===== src/rtl/core/pvq_pkg.sv =====
// pvq_pkg: shared types and constants for the palette vote quantizer.
// Field widths, request codes, palette entry and distance result types.
// No dependencies.
package pvq_pkg;

  localparam int REQ_W       = 2;
  localparam int PIDX_W      = 5;
  localparam int COMP_W      = 8;
  localparam int LIGHT_W     = 15;
  localparam int AB_W        = 16;
  localparam int COLOR_W     = 5;
  localparam int VOTE_OUT_W  = 20;
  localparam int CFG_W       = 6;
  localparam int SQ_W        = 32;
  localparam int DIST_W      = 34;

  localparam logic [CFG_W-1:0] NUM_COLORS_RESET = 6'd30;

  localparam logic [REQ_W-1:0] REQ_WRITE = 2'd0;
  localparam logic [REQ_W-1:0] REQ_PIXEL = 2'd1;
  localparam logic [REQ_W-1:0] REQ_QUERY = 2'd2;
  localparam logic [REQ_W-1:0] REQ_CLEAR = 2'd3;

  typedef struct packed {
    logic        [LIGHT_W-1:0] light;
    logic signed [AB_W-1:0]    green_red;
    logic signed [AB_W-1:0]    blue_yellow;
  } pal_entry_t;

  typedef struct packed {
    logic              valid;
    logic [DIST_W-1:0] sq_sum;
  } dist_t;

endpackage


===== src/rtl/core/pvq_palette_mem.sv =====
// pvq_palette_mem: palette storage, one write port, one registered read port.
// Depends on pvq_pkg for the entry type.
module pvq_palette_mem #(
  parameter int DEPTH = 32,
  parameter int AW    = 5
) (
  input  logic                clk,
  input  logic                wen,
  input  logic [AW-1:0]       waddr,
  input  pvq_pkg::pal_entry_t wdata,
  input  logic [AW-1:0]       raddr,
  output pvq_pkg::pal_entry_t rdata
);
  import pvq_pkg::*;

  pal_entry_t mem [DEPTH];

  always_ff @(posedge clk) begin
    if (wen) begin
      mem[waddr] <= wdata;
    end
    rdata <= mem[raddr];
  end

endmodule


===== config.mk =====
export PLATFORM = sky130hd
export DESIGN_NAME = pvq_palette_mem
export DESIGN_NICKNAME = d
export VERILOG_FILES = /design/src/rtl/core/pvq_pkg.sv /design/src/rtl/core/pvq_palette_mem.sv
export SDC_FILE = /design/constraint.sdc
export NUM_CORES = 1
export LEC_CHECK = 0
export BUFFER_PORTS_ARGS = -buffer_cell sky130_fd_sc_hd__buf_2
export CAP_MARGIN = 0
export CORE_UTILIZATION = 35
export CTS_BUF_LIST = sky130_fd_sc_hd__clkbuf_4
export DETAILED_ROUTE_END_ITERATION = 12
export GPL_ROUTABILITY_DRIVEN = 0
export PLACE_DENSITY = 0.6
export SETUP_SLACK_MARGIN = 0.05
export SYNTH_ARGS = -nofsm -noshare
export SYNTH_HDL_FRONTEND = slang
export SYNTH_SLANG_ARGS = --single-unit

===== constraint.sdc =====
create_clock -name clk -period 6 [get_ports clk]
set_input_delay 0.3 -clock clk [delete_from_list [all_inputs] [get_ports clk]]
set_output_delay 0.3 -clock clk [all_outputs]
set_load 0.02 [all_outputs]

Word level (Yosys, flattened, before mapping):

Memory sizes are Yosys's and may differ from the RTL's. A register that Yosys moved wholly into a read port is not among the register bits.
Cells that the tools add are included.

* memories: 1
* logic and storage cells: 3
* flip-flop bits (word level): 0
* bits in writable memories: 1504
* output and inout port bits: 47
* input port bits: 59

* multiplexer cells: 2

Memories
* mem: depth 32, width 47, read ports 1, clocked after Yosys merged registers in 1, wr ports 1, RTL line pvq_palette_mem.sv:16 `pal_entry_t mem [DEPTH];`

Operators by type and width (count)
* 1-bit two-way mux: 2

Longest topological paths before layout:

* depth after elaboration: 2
* gate-level depth with buffers: 8
* mapped depth without buffers: 5

Worst setup path after synthesis:

OpenSTA, ideal clock, no wires.

* path kind: input to register
* from: input port waddr[1]
* to: memory mem[12][0] in the netlist's numbering (enable)
* path buffers: 1
* setup time: 0.452 ns
* arrival: 2.933 ns
* setup slack: 2.615 ns
* stages on the path: 3
* required time: 5.548 ns
* path through: or3b_2 -> clkbuf_1 -> nor2_1

RTL lines
* start, declared: RTL line pvq_palette_mem.sv:9 `input logic [AW-1:0] waddr,`
* end, declared: RTL line pvq_palette_mem.sv:16

No word-level cell before the write port.

==> results.toml <==
[outcome]
status = "finished, final reports clean"

[yosys]
synth_edf_count = 1504
syn_area_mm2 = 0.0595
synth_warnings = 0
synthArstFlopShare_pct = 0
synth-seq-cells = 1551
yosysUniqueCellTypes = 26
syn_area_per_cell_um2 = 18.0
ys.flop_type = "edfxtp_1"
ys_seq_area_share_pct = 77.5
synthCells = 3296
syn-num-nets = 3355

[cells_and_area]
finalNetCount = 3822
postLayoutCellArea_mm2 = 0.0682
syn_to_final_growth_pct = 14.6
drive_above_1_share_pct = 20.4

[floorplan]
initial_core_util_pct = 35.4
fp-row-count = 150
fp.dieW_um = 414
ios = 106
core-area_mm2 = 0.168
dieArea_mm2 = 0.172
die_h_um = 414

[sta]
slew_violations = 0
final_hold_viol_count = 0
setup_viol = 0
hold_slack_ps = 136
worstMarginPinSlew_ps = 1210
rsz0062_at_grt = "false"
slew_headroom_pct = 19.3
fin_crit_sh_pct = 59.4
fmax_ghz = 0.280
finClkSkew_ps = 101
fin_ws_ps = 2430
period_needed_ps = 3570
fin_tns_setup_ps = 0

[cts]
clock_path_buffers = 4
cts.sink_count = 1551
root_buffer = "clkbuf_4"
insertion_delay_ps = 1310
cts_resized = 0
htree_levels = 5
clk_pin_slew_ps = 70
cts_tree = "built"
cts-buffers-inserted = 397

[grt]
overflow = 0
track_usage_pct = 17.3
grt_max_degree = 110
antenna_found_initial = 14
grt_pass1_wl_um = 220000
grt_pass1_vias = 32400

[critical_path]
end_kind = "flip-flop"
rrSetupSlack_ps = 3330
critPathLaunchType = "primary input"
critPathKind = "in2reg"
critical_path.max_fanout = 14
required_ps = 7180
arrival_ps = 4750

[min_path]
worstHoldPathType = "in2reg"

[power]
powerDensity_mw_per_mm2 = 322
ir_worst_vdd_uv = 149
p_leak_nw = 24.0
p_total_mw = 21.9

[detailed_routing]
drt_iter0_drc = 2747
drcViolationCount = 0
wl_per_cell_um = 24.1
drt.antenna.violating_nets = 0
vias = 32100
vias_per_cell = 5.12
routed_wl_um = 151000
firstDrtPassIters = 6

[placement]
pre_cts_slack_ps = 2690
portBuffers = 105
dpl.hpwl_um = 85300
placed_area_mm2 = 0.0626

[run]
cap_violations = 0
==> repair_timing <==
action / in CTS / in global routing
buffers inserted: 0 / 0
hold buffers: 74 / 0
endpoints found under the hold margin: 2104 / 0
==> cells in the mapped netlist, drive strengths merged (2+ instances only) <==
library cell	count	area (µm²)
nor2	34	130
buf	112	936
a22o	94	823
a21oi	141	706
nor2b	2	12.5
nor3	47	235
mux2i	752	7530
clkbuf	76	293
a22oi	141	1060
edfxtp	1504	45200
nand2b	2	12.5
nand3b	5	37.5
dfxtp	47	941
a31oi	47	294
or3b	3	26.3
nand3	143	716
nand2	143	537
==> final cells by class <==
type	instances	area (µm²)
Sequential cell	1551	46100
Timing Repair Buffer	256	2040
Clock buffer	583	4380
Fill cell	15100	99800
Antenna cell	12	30.0
Multi-Input combinational cell	1557	12400
Tap cell	2204	2760
Clock inverter	105	443
==> cell usage in the layout, fill, tap and decap left out, drive strengths merged, types with 3 or more instances in the layout <==
cell	instances
dlygate4sd3	73
buf	183
dfxtp	47
mux2i	752
a22oi	141
a21oi	141
nor3	47
edfxtp	1504
diode	12
or3b	3
nor2	34
clkbuf	583
nand3b	5
a31oi	47
nand2	143
a22o	94
nand3	143
inv	4
clkinv	98
==> path summary, 6_finish.rpt <==
path / end / startpoint / cells past startpoint
min reg2reg: rdata[46] / mem[16][46] / 4
max reg2reg: rdata[12] / mem[25][12] / 7
max: rdata[7] / raddr[1] / 10
min: mem[1][0] / wdata[0] / 2
==> where the power goes <==
group | switching, mW | total (mW) | internal [mW]
clock network | 4.09 | 8.56 | 4.47
registers | 0.0726 | 12.1 | 12.0
logic | 0.862 | 1.25 | 0.390
==> cell families after synthesis <==
family,Yosys count,synth area share [%]
buf+inv,188,2.07
flops,1551,77.5
compound gates,423,4.85
simple gates,382,2.90
mux,752,12.7
==> routing by layer <==
metal	track usage, %	up-vias	routed length, µm
met2	26.8	1201	69900
met5	0	-	66
met3	4.19	218	11100
li1	-	14300	-
met4	4.74	10	2420
met1	24.3	16400	67700
==> sequential cells by signal (all words and copies together), names as in the netlist <==
signal,flops
rdata,47
mem,1504
==> worst max-delay path, stage by stage <==
cell and delay, ps:
dlygate4sd3_1 530, buf_2 180, nor2b_4 450, dlygate4sd3_1 1270, nand2_1 100, dlygate4sd3_1 610
nand3_1 70, dlygate4sd3_1 550, nand3_1 80, dlygate4sd3_1 610
==> stage by stage <==
stage | util (%) | instances
2_1_floorplan | - | 3296
3_3_place_gp | 37.3 | 5494
3_5_place_dp | 37.3 | 5494
4_1_cts | 40.6 | 6256
5_1_grt | 40.6 | 6267
6_report | 40.6 | 6268
No activity file was read; power rests on OpenSTA's default activity.
