===== src/rtl/core/pvq_pkg.sv =====
// pvq_pkg: shared types and constants for the palette vote quantizer.
// Field widths, request codes, palette entry and distance result types.
// No dependencies.
package pvq_pkg;

  localparam int REQ_W       = 2;
  localparam int PIDX_W      = 5;
  localparam int COMP_W      = 8;
  localparam int LIGHT_W     = 15;
  localparam int AB_W        = 16;
  localparam int COLOR_W     = 5;
  localparam int VOTE_OUT_W  = 20;
  localparam int CFG_W       = 6;
  localparam int SQ_W        = 32;
  localparam int DIST_W      = 34;

  localparam logic [CFG_W-1:0] NUM_COLORS_RESET = 6'd30;

  localparam logic [REQ_W-1:0] REQ_WRITE = 2'd0;
  localparam logic [REQ_W-1:0] REQ_PIXEL = 2'd1;
  localparam logic [REQ_W-1:0] REQ_QUERY = 2'd2;
  localparam logic [REQ_W-1:0] REQ_CLEAR = 2'd3;

  typedef struct packed {
    logic        [LIGHT_W-1:0] light;
    logic signed [AB_W-1:0]    green_red;
    logic signed [AB_W-1:0]    blue_yellow;
  } pal_entry_t;

  typedef struct packed {
    logic              valid;
    logic [DIST_W-1:0] sq_sum;
  } dist_t;

endpackage


===== src/rtl/core/pvq_dist.sv =====
// pvq_dist: two-stage squared Lab distance unit (squares, then sum).
// Depends on pvq_pkg for entry and result types.
module pvq_dist (
  input  logic                clk,
  input  logic                rst,
  input  logic                in_valid,
  input  pvq_pkg::pal_entry_t pal,
  input  pvq_pkg::pal_entry_t pix,
  output pvq_pkg::dist_t      out
);
  import pvq_pkg::*;

  logic signed [LIGHT_W:0]     dl;
  logic signed [AB_W:0]        da;
  logic signed [AB_W:0]        db;
  logic signed [2*LIGHT_W+1:0] pl;
  logic signed [2*AB_W+1:0]    pa;
  logic signed [2*AB_W+1:0]    pb;
  logic [SQ_W-1:0]             sq_l;
  logic [SQ_W-1:0]             sq_a;
  logic [SQ_W-1:0]             sq_b;
  logic                        v1;

  always_comb begin
    dl = $signed({1'b0, pal.light}) - $signed({1'b0, pix.light});
    da = $signed({pal.green_red[AB_W-1], pal.green_red})
       - $signed({pix.green_red[AB_W-1], pix.green_red});
    db = $signed({pal.blue_yellow[AB_W-1], pal.blue_yellow})
       - $signed({pix.blue_yellow[AB_W-1], pix.blue_yellow});
    pl = dl * dl;
    pa = da * da;
    pb = db * db;
  end

  always_ff @(posedge clk) begin
    if (rst) begin
      v1        <= 1'b0;
      out.valid <= 1'b0;
    end else begin
      v1        <= in_valid;
      out.valid <= v1;
    end
    sq_l       <= pl[SQ_W-1:0];
    sq_a       <= pa[SQ_W-1:0];
    sq_b       <= pb[SQ_W-1:0];
    out.sq_sum <= DIST_W'(sq_l) + DIST_W'(sq_a) + DIST_W'(sq_b);
  end

endmodule


===== config.mk =====
export PLATFORM = sky130hd
export DESIGN_NAME = pvq_dist
export DESIGN_NICKNAME = d
export VERILOG_FILES = /design/src/rtl/core/pvq_pkg.sv /design/src/rtl/core/pvq_dist.sv
export SDC_FILE = /design/constraint.sdc
export NUM_CORES = 2
export LEC_CHECK = 0
export BUFFER_PORTS_ARGS = -buffer_cell sky130_fd_sc_hd__buf_2
export CAP_MARGIN = 0
export CORE_AREA = 2 2 273 275
export DETAILED_ROUTE_END_ITERATION = 12
export DIE_AREA = 0 0 275 277
export PLACE_DENSITY = 0.64
export RECOVER_POWER = 25
export SLEW_MARGIN = 20
export SYNTH_ARGS = -nofsm -noshare
export SYNTH_HDL_FRONTEND = slang
export SYNTH_SLANG_ARGS = --single-unit

===== constraint.sdc =====
create_clock -name clk -period 8.2 [get_ports clk]
set_input_delay 0.41 -clock clk [delete_from_list [all_inputs] [get_ports clk]]
set_output_delay 0.41 -clock clk [all_outputs]
set_load 0.01 [all_outputs]

After elaboration in Yosys (flattened, before gate mapping)

Cells that the tools add are included.
Widths: inputs -> output; s select.

$add $sub $neg: 5
$mul: 3

Operator list:

| kind           | count |
|---|---|
| $mul 17x17->32 | 2 |
| $add 33x32->34 | 1 |
| $sub 16x16->17 | 2 |
| $add 32x32->33 | 1 |
| $mul 16x16->32 | 1 |
| $sub 15x15->16 | 1 |

Flip-flop bits (word level): 132
Output and inout bits: 35

Longest topological paths before layout

Depth after elaboration: 2
Depth in mapped cells: 37
Depth with buffers taken out: 36

Worst setup path after synthesis

Ideal clock, no wire load.

Path kind: in2reg
Start point: in pal[32] (netlist bit)
End point: reg sq_l[30]
Data arrival time: 8.173 ns
Stages: 35
Required time: 8.077 ns
Setup time: 0.123 ns
Setup slack: -0.096 ns
Path through: inv_1 -> ha_1 -> inv_1 -> fa_1 -> a21o_1 -> a21oi_1 -> nor2b_1 -> o21ai_0 -> a21oi_1 -> a311o_1 -> o31a_1 -> xor2_1 -> inv_1 -> buf_2 -> nor2_1 -> fa_1 -> fa_1 -> inv_1 -> fa_1 -> inv_1 -> fa_1 -> fa_1 -> inv_1 -> fa_1 -> inv_1 -> ha_1 -> a2111oi_0 -> o21ai_0 -> a221o_1 -> or3_1 -> a31oi_1 -> o41ai_1 -> a41oi_1 -> o21bai_1 -> xor2_1

Cells in the longest elaborated chain, start to end: 2

Ends and longest elaborated chain:

| item                 | RTL line       | source |
|---|---|---|
| start, declared      | pvq_dist.sv:7  | `input pvq_pkg::pal_entry_t pal,` |
| $sub 15x15->16       | pvq_dist.sv:25 | `dl = $signed({1'b0, pal.light}) - $signed({1'b0, pix.light});` |
| $mul 16x16->32       | pvq_dist.sv:30 | `pl = dl * dl;` |
| via pl[30]           | pvq_dist.sv:16 | `logic signed [2*LIGHT_W+1:0] pl;` |
| end signal, assigned | pvq_dist.sv:43 | `sq_l <= pl[SQ_W-1:0];` |
| end, declared        | pvq_dist.sv:19 | `logic [SQ_W-1:0] sq_l;` |

The timed path passes the listed nets, and every way through them passes these cells.
A chain may end at the register's enable or synchronous reset.

Final worst setup path

Start point: in pal[32] (netlist bit)
End point: reg sq_l[31]

The elaborated chain is that of the path after synthesis.

==> impl_metrics.tcl <==
set metrics [dict create \
    status "finished, final reports clean" \
    synth_area_leaders "fa_1, ha_1, inv_1" \
    hpwl_mm 68.6 \
    rows 100 \
    die_w_um 275 \
    clk_pin_slew_ns 0.06 \
    synth_top_area_share_pct 46.3 \
    viasPerCell 4.87 \
    ys_dominant_reg_cell "dfxtp_1" \
    synth_seq_cells 129 \
    fin_nets 5304 \
    ioPinCount 132 \
    first_iter_violations 1235 \
    wl_per_cell_um 15.2 \
    cts_tree "built" \
    htreeDepth 4 \
    tightestPinTransition_ns 0.909 \
    slowest_stage "fa_1" \
    post-route-period-util_pct 95.6 \
    antenna_found_initial 1 \
    cts_root_buf "clkbuf_16" \
    syn_area_um2 34100 \
    ys_seq_area_share_pct 7.58 \
    final-max-slew-violation-count 0 \
    first_pass_iters 7 \
    ctsHoldBuffers 0 \
    ant_nets 0 \
    cp_data_arrival_time_ns 8.14 \
    cts_buffer_depth 2 \
    synth_cell_types 78 \
    path_class "in2reg" \
    grt_pass1_wl_mm 132 \
    cts.sinks 129 \
    worstHoldPathType "in2reg" \
    drive_above_1_share_pct 12.8 \
    antennaDiodeCount 0 \
    syn_area_per_cell_um2 9.23 \
    slowest_delay_ns 0.57 \
    slew_headroom_pct 39.2 \
    setup_tns_ns 0 \
    finalHoldViolations 0 \
    synth_top_cell_by_area "fa_1" \
    design.core.area_um2 73600 \
    fillers 6816 \
    clock_latency_ns 0.43 \
    cap_violations 0 \
    port_buffers 131 \
    syn_to_final_growth_pct 14.2 \
    die-height_um 277 \
    cp_max_fo 4 \
    vias 24800 \
    synth_edf_count 0 \
    fin_skew_ns 0.0110 \
    wl_mm 77.0 \
    grt_pass1_vias 26700 \
    fmax_mhz 128 \
    numCtsBuffers 17 \
    min_period_ns 7.84 \
    place_congestion 0.916 \
    grt_overflow 0 \
    syn_inst 3689 \
    whs_ns 0.149 \
    dieArea_um2 76200 \
    cp.required_ns 8.50 \
    synth-warning-count 0 \
    drc 0 \
    start_util_pct 46.3 \
    track_usage_pct 21.6 \
    setup_violations 0 \
    crit_path_start_kind "primary input" \
    grt_max_degree 21 \
    endpoint_kind "flip-flop" \
    async_flop_share_pct 0 \
]
[final cells by class]
type	count	area, um2	area share [%]
inverters	1061	3980	10.2
repair buffers	463	3150	8.10
clock buffers	18	439	1.13
clock inverters	12	158	0.405
well taps	969	1210	3.12
multi-input cells	2429	27400	70.4
flip-flops and latches	129	2580	6.64
[cell families (layout without fill, tap and decap cells)]
kind of cell             after synthesis  count (layout)  synth area share [%]
AO/OA/AOI/OAI                        367             367                  7.24
XOR/XNOR                             187             187                  4.91
adder cells (fa/ha/maj)             1106            1106                  58.0
buffers and inverters               1133            1554                  12.6
flip-flops                           129             129                  7.58
multiplexers                           4               4                 0.121
other                                  1               3                0.0110
AND/OR/NAND/NOR                      762             762                  9.58
[layout by cell type, fill, tap and decap left out, types with 10 or more instances in the layout]
cell | netlist | final
a211oi_1 | 17 | 16
o21a_1 | 21 | 21
xnor2_1 | 135 | 134
a211o_1 | 10 | 10
buf_2 | 8 | 99
nand2b_1 | 17 | 17
nand3_1 | 25 | 25
buf_4 | 2 | 325
a21oi_1 | 109 | 103
ha_1 | 319 | 318
a21o_1 | 55 | 55
nand2_1 | 272 | 271
xor2_1 | 49 | 46
nor2_1 | 316 | 311
nor2b_1 | 20 | 20
o21ai_0 | 58 | 52
nor3_1 | 32 | 32
and3_1 | 14 | 12
inv_1 | 1048 | 1046
o21bai_1 | 17 | 17
fa_1 | 787 | 783
and2_1 | 23 | 23
clkbuf_1 | 61 | 34
dfxtp_1 | 129 | 129
clkbuf_16 | 0 | 17
[worst max-delay path, delay by kind of cell]
family | cells | cell delay, ns
compound gates | 12 | 2.17
xor+xnor | 2 | 0.25
fa+ha+maj | 9 | 3.63
buf+inv | 11 | 0.95
simple gates | 4 | 0.73
[Yosys cell counts (14+ instances only)]
master,count
o21ai_0,58
ha_1,319
clkbuf_1,61
nand3_1,25
and2_1,23
fa_1,787
a211oi_1,17
nor3_1,32
nand2b_1,17
nor2b_1,20
xnor2_1,135
nor2_1,316
o21a_1,21
inv_1,1048
a21oi_1,109
and3_1,14
dfxtp_1,129
xor2_1,49
a21o_1,55
nand2_1,272
o21bai_1,17
[final timing paths]
check / cells past startpoint / from / slack [ns] / to
hold / removal: 2 / rst / 0.15 / out[34]
setup reg to reg: 11 / sq_a[17] / 4.57 / out[32]
setup / recovery: 38 / pal[32] / 0.36 / sq_l[31]
hold reg to reg: 1 / v1 / 0.44 / out[34]
[timing repair]
item                                    4_1_cts  5_1_grt
endpoints found under the setup margin        1       15
resized for setup                             1       44
pin swaps                                     0       18
cloned                                        0        0
buffers inserted                              0        2
[metal layers]
layer	vias to the layer above	global-route usage [%]	part of all wire, %
li1	11800	-	-
met1	12300	30.0	44
met2	578	36.2	48
met3	89	2.87	5.6
met4	2	4.74	2.2
met5	-	0	0.026
[through the flow]
step / worst slack (ns) / area, um2 / cells / utilization (%)
2_1_floorplan: -0.00240 / 34100 / 3691 / -
3_3_place_gp: -0.384 / 38200 / 5049 / 51.9
3_5_place_dp: -0.444 / 38200 / 5049 / 51.9
4_1_cts: 0.0151 / 38800 / 5079 / 52.7
5_1_grt: -0.0265 / 38900 / 5081 / 52.9
6_report: 0.360 / 38900 / 5081 / 52.9
[state kept, by name (all words and copies together), names as in the netlist]
signal	count
sq_l	31
out	35
sq_a	31
v1	1
sq_b	31
Power is not shown: default switching activity piles up to over one toggle a cycle in this logic, so the estimate is an artifact.
